### config.mk
export PLATFORM = sky130hd
export DESIGN_NAME = line_rasterizer_midpoint_flat
export DESIGN_NICKNAME = d
export VERILOG_FILES = /design/src/rtl/core/lrm_pkg.sv /design/src/rtl/core/lrm_if.sv /design/src/rtl/core/line_rasterizer_midpoint.sv /design/src/flat_wrapper.sv
export SDC_FILE = /design/constraint.sdc
export NUM_CORES = 2
export LEC_CHECK = 0
export ABC_AREA = 1
export BUFFER_PORTS_ARGS = -buffer_cell sky130_fd_sc_hd__buf_2
export CORE_UTILIZATION = 47
export CTS_BUF_LIST = sky130_fd_sc_hd__clkbuf_8
export CTS_CLUSTER_DIAMETER = 200
export DETAILED_ROUTE_END_ITERATION = 7
export GPL_ROUTABILITY_DRIVEN = 0
export PLACE_DENSITY = 0.68
export SETUP_SLACK_MARGIN = 0.05
export SLEW_MARGIN = 30
export SYNTH_ARGS = -nofsm -noshare
export SYNTH_HDL_FRONTEND = slang
export SYNTH_SLANG_ARGS = --single-unit
### constraint.sdc
create_clock -name clk -period 6.26 [get_ports clk]
set_clock_uncertainty 0.1 [all_clocks]
set_input_delay 0.313 -clock clk [delete_from_list [all_inputs] [get_ports clk]]
set_output_delay 0.313 -clock clk [all_outputs]
set_load 0.01 [all_outputs]
### src/rtl/core/lrm_pkg.sv
// ----------------------------------------------------------------------------
// lrm_pkg
// Shared constants and types of the midpoint line rasteriser.
// ----------------------------------------------------------------------------
package lrm_pkg;

    localparam int DEFAULT_COORD_BITS = 12;

    localparam int CFG_INDEX_BITS = 2;
    localparam int CFG_DATA_BITS  = 32;

    localparam int ADDR_BITS   = 32;
    localparam int COLOR_BITS  = 32;
    localparam int STRIDE_BITS = 16;
    localparam int BPP_BITS    = 4;

    localparam logic [BPP_BITS-1:0] BPP_RESET = 4'd4;

    typedef enum logic [CFG_INDEX_BITS-1:0] {
        REG_FRAME_BASE      = 2'd0,
        REG_ROW_STRIDE      = 2'd1,
        REG_BYTES_PER_PIXEL = 2'd2
    } cfg_reg_t;

    typedef enum logic {
        OP_START = 1'b0,
        OP_NEXT  = 1'b1
    } opcode_t;

endpackage

### src/rtl/core/lrm_if.sv
// ----------------------------------------------------------------------------
// lrm_cmd_if / lrm_pix_if
// Valid/ready channels of the line rasteriser: command requests in, pixels out.
// ----------------------------------------------------------------------------
interface lrm_cmd_if #(
    parameter int COORD_BITS = lrm_pkg::DEFAULT_COORD_BITS
);
    import lrm_pkg::*;

    logic                  valid;
    logic                  ready;
    logic                  opcode;
    logic [COORD_BITS-1:0] start_x;
    logic [COORD_BITS-1:0] start_y;
    logic [COORD_BITS-1:0] end_x;
    logic [COORD_BITS-1:0] end_y;
    logic [COLOR_BITS-1:0] color;

    modport source (
        output valid, opcode, start_x, start_y, end_x, end_y, color,
        input  ready
    );

    modport sink (
        input  valid, opcode, start_x, start_y, end_x, end_y, color,
        output ready
    );
endinterface

interface lrm_pix_if #(
    parameter int COORD_BITS = lrm_pkg::DEFAULT_COORD_BITS
);
    import lrm_pkg::*;

    logic                  valid;
    logic                  ready;
    logic                  pixel_valid;
    logic [COORD_BITS-1:0] pixel_x;
    logic [COORD_BITS-1:0] pixel_y;
    logic [ADDR_BITS-1:0]  pixel_address;
    logic [COLOR_BITS-1:0] pixel_color;
    logic                  last;

    modport source (
        output valid, pixel_valid, pixel_x, pixel_y, pixel_address, pixel_color, last,
        input  ready
    );

    modport sink (
        input  valid, pixel_valid, pixel_x, pixel_y, pixel_address, pixel_color, last,
        output ready
    );
endinterface

### src/rtl/core/line_rasterizer_midpoint.sv
// ----------------------------------------------------------------------------
// line_rasterizer_midpoint
// Midpoint line engine: start and next-pixel requests in, one pixel out each.
// ----------------------------------------------------------------------------
// Usage:
//   cmd  : valid/ready request channel. Opcode start loads two endpoints and a
//          colour and yields the first pixel; opcode next yields the following
//          pixel. A next with no line in progress yields pixel_valid = 0.
//   pix  : valid/ready result channel, exactly one result per request, with
//          last set on the final pixel of a line.
//   cfg  : plain write port (cfg_we, cfg_index, cfg_data); write only while idle.
// Timing:
//   One request per cycle sustained while pix.ready holds. Stages in order:
//   line stepping, address multiplies, address sum. The decision-term
//   update and the two address products set the per-stage logic depth.
// Reset:
//   rst_n clears all line state and pipeline valids; config returns to base 0,
//   stride 0, 4 bytes per pixel.
// Stall:
//   A stalled pix holds its result; the stages behind it keep filling until
//   full, then cmd.ready drops.
// ----------------------------------------------------------------------------
module line_rasterizer_midpoint #(
    parameter int COORD_BITS = lrm_pkg::DEFAULT_COORD_BITS
) (
    input  logic                              clk,
    input  logic                              rst_n,
    lrm_cmd_if.sink                           cmd,
    lrm_pix_if.source                         pix,
    input  logic                              cfg_we,
    input  logic [lrm_pkg::CFG_INDEX_BITS-1:0] cfg_index,
    input  logic [lrm_pkg::CFG_DATA_BITS-1:0]  cfg_data
);
    import lrm_pkg::*;

    localparam int CW  = COORD_BITS;
    localparam int DW  = COORD_BITS + 3;
    localparam int PYW = COORD_BITS + STRIDE_BITS;
    localparam int PXW = COORD_BITS + BPP_BITS;

    // configuration
    logic [ADDR_BITS-1:0]   frame_base_reg;
    logic [STRIDE_BITS-1:0] row_stride_reg;
    logic [BPP_BITS-1:0]    bpp_reg;

    // line state
    logic                 active_reg,     active_next;
    logic [CW-1:0]        major_pos_reg,  major_pos_next;
    logic [CW-1:0]        major_end_reg,  major_end_next;
    logic [CW-1:0]        minor_pos_reg,  minor_pos_next;
    logic [CW-1:0]        major_delta_reg, major_delta_next;
    logic [CW-1:0]        minor_delta_reg, minor_delta_next;
    logic signed [DW-1:0] decision_reg,   decision_next;
    logic                 steep_reg,      steep_next;
    logic                 minor_down_reg, minor_down_next;
    logic [COLOR_BITS-1:0] line_color_reg, line_color_next;

    // pipeline
    logic                  s1_valid_reg, s2_valid_reg, out_valid_reg;
    logic                  s1_pv_reg, s2_pv_reg, out_pv_reg;
    logic [CW-1:0]         s1_x_reg, s2_x_reg, out_x_reg;
    logic [CW-1:0]         s1_y_reg, s2_y_reg, out_y_reg;
    logic [COLOR_BITS-1:0] s1_color_reg, s2_color_reg, out_color_reg;
    logic                  s1_last_reg, s2_last_reg, out_last_reg;
    logic [PYW-1:0]        s2_prod_y_reg;
    logic [PXW-1:0]        s2_prod_x_reg;
    logic [ADDR_BITS-1:0]  out_addr_reg;

    logic out_adv, s2_adv, s1_adv, in_fire, is_start;

    // setup
    logic [CW-1:0] dx, dy, s_maj0, s_min0, e_maj0, e_min0;
    logic [CW-1:0] set_maj_pos, set_maj_end, set_min_pos, set_maj_d, set_min_d;
    logic          set_steep, set_swap, set_down;
    logic signed [DW-1:0] set_dec;

    // current step
    logic [CW-1:0]        cur_maj_pos, cur_maj_end, cur_min_pos, cur_maj_d, cur_min_d;
    logic signed [DW-1:0] cur_dec, dec_diff2, dec_min2;
    logic                 cur_steep, cur_down, cur_fin, cur_pv, dec_pos;
    logic [COLOR_BITS-1:0] cur_color;

    assign out_adv   = !out_valid_reg || pix.ready;
    assign s2_adv    = !s2_valid_reg || out_adv;
    assign s1_adv    = !s1_valid_reg || s2_adv;
    assign cmd.ready = s1_adv;
    assign in_fire   = cmd.valid && s1_adv;
    assign is_start  = (cmd.opcode == OP_START);

    always_comb
    begin
        dx        = (cmd.end_x > cmd.start_x) ? (cmd.end_x - cmd.start_x)
                                              : (cmd.start_x - cmd.end_x);
        dy        = (cmd.end_y > cmd.start_y) ? (cmd.end_y - cmd.start_y)
                                              : (cmd.start_y - cmd.end_y);
        set_steep = (dy > dx);
        s_maj0    = set_steep ? cmd.start_y : cmd.start_x;
        s_min0    = set_steep ? cmd.start_x : cmd.start_y;
        e_maj0    = set_steep ? cmd.end_y   : cmd.end_x;
        e_min0    = set_steep ? cmd.end_x   : cmd.end_y;
        set_maj_d = set_steep ? dy : dx;
        set_min_d = set_steep ? dx : dy;
        set_swap  = (e_maj0 < s_maj0);
        set_maj_pos = set_swap ? e_maj0 : s_maj0;
        set_maj_end = set_swap ? s_maj0 : e_maj0;
        set_min_pos = set_swap ? e_min0 : s_min0;
        set_down    = set_swap ? (e_min0 > s_min0) : (s_min0 > e_min0);
        set_dec     = $signed({2'b00, set_min_d, 1'b0}) - $signed({3'b000, set_maj_d});
    end

    always_comb
    begin
        if (is_start)
        begin
            cur_maj_pos = set_maj_pos;
            cur_maj_end = set_maj_end;
            cur_min_pos = set_min_pos;
            cur_maj_d   = set_maj_d;
            cur_min_d   = set_min_d;
            cur_dec     = set_dec;
            cur_steep   = set_steep;
            cur_down    = set_down;
            cur_color   = cmd.color;
            cur_pv      = 1'b1;
        end
        else
        begin
            cur_maj_pos = major_pos_reg;
            cur_maj_end = major_end_reg;
            cur_min_pos = minor_pos_reg;
            cur_maj_d   = major_delta_reg;
            cur_min_d   = minor_delta_reg;
            cur_dec     = decision_reg;
            cur_steep   = steep_reg;
            cur_down    = minor_down_reg;
            cur_color   = line_color_reg;
            cur_pv      = active_reg;
        end

        cur_fin   = (cur_maj_pos == cur_maj_end);
        dec_pos   = !cur_dec[DW-1] && (cur_dec != '0);
        dec_min2  = $signed({2'b00, cur_min_d, 1'b0});
        dec_diff2 = dec_min2 - $signed({2'b00, cur_maj_d, 1'b0});

        active_next      = active_reg;
        major_pos_next   = major_pos_reg;
        major_end_next   = major_end_reg;
        minor_pos_next   = minor_pos_reg;
        major_delta_next = major_delta_reg;
        minor_delta_next = minor_delta_reg;
        decision_next    = decision_reg;
        steep_next       = steep_reg;
        minor_down_next  = minor_down_reg;
        line_color_next  = line_color_reg;

        if (in_fire && cur_pv)
        begin
            major_end_next   = cur_maj_end;
            major_delta_next = cur_maj_d;
            minor_delta_next = cur_min_d;
            steep_next       = cur_steep;
            minor_down_next  = cur_down;
            line_color_next  = cur_color;
            major_pos_next   = cur_maj_pos;
            minor_pos_next   = cur_min_pos;
            decision_next    = cur_dec;
            active_next      = !cur_fin;
            if (!cur_fin)
            begin
                major_pos_next = cur_maj_pos + 1'b1;
                if (dec_pos)
                begin
                    decision_next  = cur_dec + dec_diff2;
                    minor_pos_next = cur_down ? (cur_min_pos - 1'b1) : (cur_min_pos + 1'b1);
                end
                else
                begin
                    decision_next = cur_dec + dec_min2;
                end
            end
        end
    end

    // config and line state
    always_ff @(posedge clk or negedge rst_n)
    begin
        if (!rst_n)
        begin
            frame_base_reg  <= '0;
            row_stride_reg  <= '0;
            bpp_reg         <= BPP_RESET;
            active_reg      <= 1'b0;
            major_pos_reg   <= '0;
            major_end_reg   <= '0;
            minor_pos_reg   <= '0;
            major_delta_reg <= '0;
            minor_delta_reg <= '0;
            decision_reg    <= '0;
            steep_reg       <= 1'b0;
            minor_down_reg  <= 1'b0;
            line_color_reg  <= '0;
        end
        else
        begin
            if (cfg_we)
            begin
                unique case (cfg_index)
                    REG_FRAME_BASE:      frame_base_reg <= cfg_data[ADDR_BITS-1:0];
                    REG_ROW_STRIDE:      row_stride_reg <= cfg_data[STRIDE_BITS-1:0];
                    REG_BYTES_PER_PIXEL: bpp_reg        <= cfg_data[BPP_BITS-1:0];
                    default:             ;
                endcase
            end
            active_reg      <= active_next;
            major_pos_reg   <= major_pos_next;
            major_end_reg   <= major_end_next;
            minor_pos_reg   <= minor_pos_next;
            major_delta_reg <= major_delta_next;
            minor_delta_reg <= minor_delta_next;
            decision_reg    <= decision_next;
            steep_reg       <= steep_next;
            minor_down_reg  <= minor_down_next;
            line_color_reg  <= line_color_next;
        end
    end

    // pipeline valids
    always_ff @(posedge clk or negedge rst_n)
    begin
        if (!rst_n)
        begin
            s1_valid_reg  <= 1'b0;
            s2_valid_reg  <= 1'b0;
            out_valid_reg <= 1'b0;
        end
        else
        begin
            if (s1_adv)
                s1_valid_reg <= cmd.valid;
            if (s2_adv)
                s2_valid_reg <= s1_valid_reg;
            if (out_adv)
                out_valid_reg <= s2_valid_reg;
        end
    end

    // pipeline payload
    always_ff @(posedge clk)
    begin
        if (in_fire)
        begin
            s1_pv_reg    <= cur_pv;
            s1_x_reg     <= cur_pv ? (cur_steep ? cur_min_pos : cur_maj_pos) : '0;
            s1_y_reg     <= cur_pv ? (cur_steep ? cur_maj_pos : cur_min_pos) : '0;
            s1_color_reg <= cur_pv ? cur_color : '0;
            s1_last_reg  <= cur_pv && cur_fin;
        end
        if (s2_adv && s1_valid_reg)
        begin
            s2_pv_reg     <= s1_pv_reg;
            s2_x_reg      <= s1_x_reg;
            s2_y_reg      <= s1_y_reg;
            s2_color_reg  <= s1_color_reg;
            s2_last_reg   <= s1_last_reg;
            s2_prod_y_reg <= PYW'(s1_y_reg) * PYW'(row_stride_reg);
            s2_prod_x_reg <= PXW'(s1_x_reg) * PXW'(bpp_reg);
        end
        if (out_adv && s2_valid_reg)
        begin
            out_pv_reg    <= s2_pv_reg;
            out_x_reg     <= s2_x_reg;
            out_y_reg     <= s2_y_reg;
            out_color_reg <= s2_color_reg;
            out_last_reg  <= s2_last_reg;
            out_addr_reg  <= s2_pv_reg ? (frame_base_reg + ADDR_BITS'(s2_prod_y_reg)
                                          + ADDR_BITS'(s2_prod_x_reg)) : '0;
        end
    end

    assign pix.valid         = out_valid_reg;
    assign pix.pixel_valid   = out_pv_reg;
    assign pix.pixel_x       = out_x_reg;
    assign pix.pixel_y       = out_y_reg;
    assign pix.pixel_address = out_addr_reg;
    assign pix.pixel_color   = out_color_reg;
    assign pix.last          = out_last_reg;

endmodule
### src/flat_wrapper.sv
// flat-port wrapper written by rule: the top's interface ports become plain ports
module line_rasterizer_midpoint_flat import lrm_pkg::*;
#(
    parameter int COORD_BITS = lrm_pkg::DEFAULT_COORD_BITS
)
  (clk, rst_n, cfg_we, cfg_index, cfg_data, cmd_valid, cmd_opcode, cmd_start_x, cmd_start_y, cmd_end_x, cmd_end_y, cmd_color, cmd_ready, pix_valid, pix_pixel_valid, pix_pixel_x, pix_pixel_y, pix_pixel_address, pix_pixel_color, pix_last, pix_ready);
  lrm_cmd_if #(.COORD_BITS(COORD_BITS)) cmd_i ();
  lrm_pix_if #(.COORD_BITS(COORD_BITS)) pix_i ();
  input  logic clk;
  input  logic rst_n;
  input  logic cfg_we;
  input  logic [lrm_pkg::CFG_INDEX_BITS-1:0] cfg_index;
  input  logic [lrm_pkg::CFG_DATA_BITS-1:0] cfg_data;
  input wire logic [$bits(cmd_i.valid)-1:0] cmd_valid;
  input wire logic [$bits(cmd_i.opcode)-1:0] cmd_opcode;
  input wire logic [$bits(cmd_i.start_x)-1:0] cmd_start_x;
  input wire logic [$bits(cmd_i.start_y)-1:0] cmd_start_y;
  input wire logic [$bits(cmd_i.end_x)-1:0] cmd_end_x;
  input wire logic [$bits(cmd_i.end_y)-1:0] cmd_end_y;
  input wire logic [$bits(cmd_i.color)-1:0] cmd_color;
  output wire logic [$bits(cmd_i.ready)-1:0] cmd_ready;
  output wire logic [$bits(pix_i.valid)-1:0] pix_valid;
  output wire logic [$bits(pix_i.pixel_valid)-1:0] pix_pixel_valid;
  output wire logic [$bits(pix_i.pixel_x)-1:0] pix_pixel_x;
  output wire logic [$bits(pix_i.pixel_y)-1:0] pix_pixel_y;
  output wire logic [$bits(pix_i.pixel_address)-1:0] pix_pixel_address;
  output wire logic [$bits(pix_i.pixel_color)-1:0] pix_pixel_color;
  output wire logic [$bits(pix_i.last)-1:0] pix_last;
  input wire logic [$bits(pix_i.ready)-1:0] pix_ready;
  assign cmd_i.valid = cmd_valid;
  assign cmd_i.opcode = cmd_opcode;
  assign cmd_i.start_x = cmd_start_x;
  assign cmd_i.start_y = cmd_start_y;
  assign cmd_i.end_x = cmd_end_x;
  assign cmd_i.end_y = cmd_end_y;
  assign cmd_i.color = cmd_color;
  assign cmd_ready = cmd_i.ready;
  assign pix_valid = pix_i.valid;
  assign pix_pixel_valid = pix_i.pixel_valid;
  assign pix_pixel_x = pix_i.pixel_x;
  assign pix_pixel_y = pix_i.pixel_y;
  assign pix_pixel_address = pix_i.pixel_address;
  assign pix_pixel_color = pix_i.pixel_color;
  assign pix_last = pix_i.last;
  assign pix_i.ready = pix_ready;
  line_rasterizer_midpoint #(.COORD_BITS(COORD_BITS)) u_core (.clk(clk), .rst_n(rst_n), .cmd(cmd_i), .pix(pix_i), .cfg_we(cfg_we), .cfg_index(cfg_index), .cfg_data(cfg_data));
endmodule
==> implementation parameters <==
Parameter                              Value

Final layout
  Total non-filler cell area in the finished layout    about 43000 um2
  Area Growth Syn to Fin    32.9%
  Layout cells sized above 1    27.8%
  Number of nets in the layout    around 5200
  Util after Layout    about 63%

Global route
  Pin count of the biggest net entering global routing    87
  Number of antenna violations at the first check in global routing    2
  First-pass GRT wire length    142000 um
  Total Routing Usage GR    roughly 26%
  Vias in the first global route    28100
  Total global routing overflow    0

Synth
  Synthesized area divided by synthesized cell count    8.37 um2
  Area fraction in compound gates after synthesis    10.3%
  Synthesis Warnings    0
  Synthesized cell area    32100 um2
  Cell taking the most area after synthesis    sky130_fd_sc_hd__edfxtp_1
  EDFF count, synth    250
  Number of flip-flops and latches in the synthesized netlist    415
  Main combinational cell family by area after synthesis    adder cells
  Mux cell area share after synthesis    1.62%
  Arithmetic-cell share of the synthesized area counting full adders, half adders and majority gates    21.3%
  Simple-gate portion of the synthesized area    19.1%
  Share of async-settable or async-resettable flops after synthesis    39.8%
  Xor/xnor cell area share of the yosys netlist    2.27%
  Number of distinct library cells after synthesis    just under 60
  Synth top area share    23.4%
  Dominant cell by count in the synthesized netlist    sky130_fd_sc_hd__nand2_1
  Mapped Cells    between 3000 and 4000
  Primary flip-flop cell chosen by synthesis mapping    sky130_fd_sc_hd__edfxtp_1
  Top cells by area, synth    sky130_fd_sc_hd__edfxtp_1 (23%), sky130_fd_sc_hd__dfrtp_1 (13%), sky130_fd_sc_hd__nand2_1 (12%), sky130_fd_sc_hd__fa_1 (12%), sky130_fd_sc_hd__ha_1 (9.8%)
  Post-synthesis net count    4390
  Most instantiated cells after synthesis    sky130_fd_sc_hd__nand2_1 (1063), sky130_fd_sc_hd__inv_1 (580), sky130_fd_sc_hd__o21ai_0 (303)
  Proportion of synthesized chip area in sequential cells    a little over a third

Clocking
  TritonCTS clock tree    built
  Latest clock arrival within the worst-skew pair    680 ps
  Root buf cell    sky130_fd_sc_hd__clkbuf_8
  Number of sinks on the clock net    approximately 420
  Number of buffers created by CTS    77
  Maximum buffer depth of the clock tree    3
  Clock Pin Slew Worst Setup and Hold Paths    60 ps
  H-tree lvl count    3

Worst setup path
  Data required, critical path    6680 ps
  Nature of the critical path endpoint    register
  Top cell by count, worst path    sky130_fd_sc_hd__nand2_1
  Worst-path fanout max    8
  CP bufs+invs    13
  Path type of the worst setup path    input pin to register
  Worst setup path startpoint    cmd_end_y[0]
  Type of origin of the critical path    input pin
  Critical path data arrival time    7650 ps
  Worst R2R Start    u_core.s1_y_reg[11]$_SDFFCE_PP0P_
  Crit path max-delay cell type    sky130_fd_sc_hd__fa_2
  Stage delay of the slowest cell on the critical path    390 ps
  Delay-heaviest family, CP    simple AND/OR/NAND/NOR gates

Placement
  HPWL reported at the end of detailed placement    between 60000 and 70000 um
  DP Area    37600 um2
  Number of buffers inserted by port buffering    roughly 210

Min path
  Class of the most critical hold timing path    input pin to register
  Hold wc startpoint    cfg_index[1]

Floorplan
  CORE AREA    67400 um2
  DIE WIDTH    263 um
  Die Outline Area    69300 um2
  Die span in y    between 200 and 300 um
  Site Rows    95
  I/O pin count    about 210
  Initial cell density of the core    between 40% and 50%

Flow run
  Max-cap violation count    0

Route
  First-pass DRT Iterations    8
  Vias/cell    5.17
  Vias post-DR    between 20000 and 30000
  Iteration-0 DRC Markers    2234
  Antenna-violating nets left    0
  DRC violations left    0
  Total Wirelength    92700 um
  Routed length per instance    16.5 um

STA
  Final period demand of the worst path    7230 ps
  Unrepaired setup endpoints after global routing    true
  Final Setup Violations    13
  Final period utilization    115%
  Smallest setup slack after layout    -969 ps
  F_max    0.138 GHz
  Slew of the pin with the lowest slew margin    roughly 930 ps
  Number of max-slew violations in the final report    0
  TNS Setup    -6330 ps
  Remaining max-slew budget at the tightest pin    37.7%
  Number of hold violations in the final report    0

Status
  Failing checks    negative setup slack
  Status    finished, violations left
-- path summary, 6_finish.rpt --
kind	to	depth (start not counted)	slack [ps]
worst max-delay path	u_core.decision_reg[13]$_DFFE_PN0P_	64	-970
worst min-delay path	u_core.bpp_reg[2]$_DFFE_PN1P_	5	110
worst max register to register	u_core.s2_prod_y_reg[26]$_DFFE_PP_	20	400
worst min register to register	u_core.pix.pixel_y[9]$_DFFE_PP_	0	290
max in group asynchronous	u_core.line_color_reg[15]$_DFFE_PN0P_	3	4680
min in group asynchronous	u_core.frame_base_reg[29]$_DFFE_PN0P_	2	140
-- final cells by class --
cell class | count | area [um2]
flip-flops and latches | 415 | 11600
multi-input cells | 2671 | 19000
clock inverters | 56 | 348
well taps | 873 | 1090
repair buffers | 911 | 7090
inverters | 602 | 2290
diodes | 2 | 5.00
clock buffers | 86 | 1180
fillers | 5439 | 24800
-- repair_timing --
item | in CTS | in global routing
pin swaps | 81 | 94
gates cloned | 5 | 14
resized for setup | 151 | 254
setup buffers | 92 | 54
endpoints found under the hold margin | 182 | 0
setup endpoints to repair | 40 | 44
hold buffers | 69 | 0
-- metal layers --
metal | GRT usage, % | vias up | part of all wire [%]
met1 | 32.8 | 13800 | 42
met2 | 42.8 | 948 | 47
met5 | 0 | - | 0
met4 | 11.4 | 0 | 4.3
met3 | 3.78 | 249 | 6.0
li1 | - | 14000 | -
-- layout by cell type, fill, tap and decap left out, types with 30 or more instances in the layout --
cell and n:
sky130_fd_sc_hd__fa_1 178, sky130_fd_sc_hd__nand3_1 150, sky130_fd_sc_hd__buf_2 204, sky130_fd_sc_hd__o21ai_0 241
sky130_fd_sc_hd__ha_4 30, sky130_fd_sc_hd__nand2_1 1013, sky130_fd_sc_hd__inv_2 39, sky130_fd_sc_hd__dlygate4sd3_1 69
sky130_fd_sc_hd__edfxtp_1 250, sky130_fd_sc_hd__xor2_1 59, sky130_fd_sc_hd__o21ai_1 64, sky130_fd_sc_hd__inv_1 578
sky130_fd_sc_hd__o21ai_2 42, sky130_fd_sc_hd__mux2i_1 34, sky130_fd_sc_hd__nor2_1 129, sky130_fd_sc_hd__buf_6 35
sky130_fd_sc_hd__ha_1 217, sky130_fd_sc_hd__a21oi_1 162, sky130_fd_sc_hd__nand2_2 67, sky130_fd_sc_hd__dfrtp_1 160
sky130_fd_sc_hd__nand3_2 35, sky130_fd_sc_hd__clkbuf_8 87, sky130_fd_sc_hd__buf_4 572
-- logic make-up after synthesis --
kind of cell	count (synthesis)
and+or+nand+nor	1483
buffers and inverters	750
AOI/OAI and AO/OA	617
adders and majority gates	436
DFF	415
xor gates and xnor gates	83
muxes	50
-- through the flow --
| step | setup slack (ps) | std cells | hold slack [ps] |
|---|---|---|---|
| after detailed placement | -1620 | 5275 | 288 |
| after global routing | -1480 | 5616 | 145 |
| after floorplan | -1680 | 3834 | -82.6 |
| after global placement | -1600 | 5274 | 276 |
| after CTS | -533 | 5570 | 56.9 |
| final | -969 | 5616 | 110 |
-- worst reg2reg max path: stages, from the launching register on --
cell and delay (ps):
sky130_fd_sc_hd__edfxtp_1 460, sky130_fd_sc_hd__buf_4 270, sky130_fd_sc_hd__nand2_1 120, sky130_fd_sc_hd__fa_1 540, sky130_fd_sc_hd__inv_1 50, sky130_fd_sc_hd__fa_1 500, sky130_fd_sc_hd__fa_1 520, sky130_fd_sc_hd__fa_1 520
sky130_fd_sc_hd__fa_1 530, sky130_fd_sc_hd__ha_1 390, sky130_fd_sc_hd__a21oi_1 210, sky130_fd_sc_hd__nor2_1 60, sky130_fd_sc_hd__a211oi_1 240, sky130_fd_sc_hd__o31ai_2 140, sky130_fd_sc_hd__nand2_1 80, sky130_fd_sc_hd__nand2_1 80
sky130_fd_sc_hd__a21boi_0 280, sky130_fd_sc_hd__o21ai_1 120, sky130_fd_sc_hd__a21oi_1 120, sky130_fd_sc_hd__o21ai_0 100, sky130_fd_sc_hd__xor2_1 150
Power is left out: the tool's default activity adds up to more than one toggle a clock period on the data nets, which glitch-free logic cannot reach.
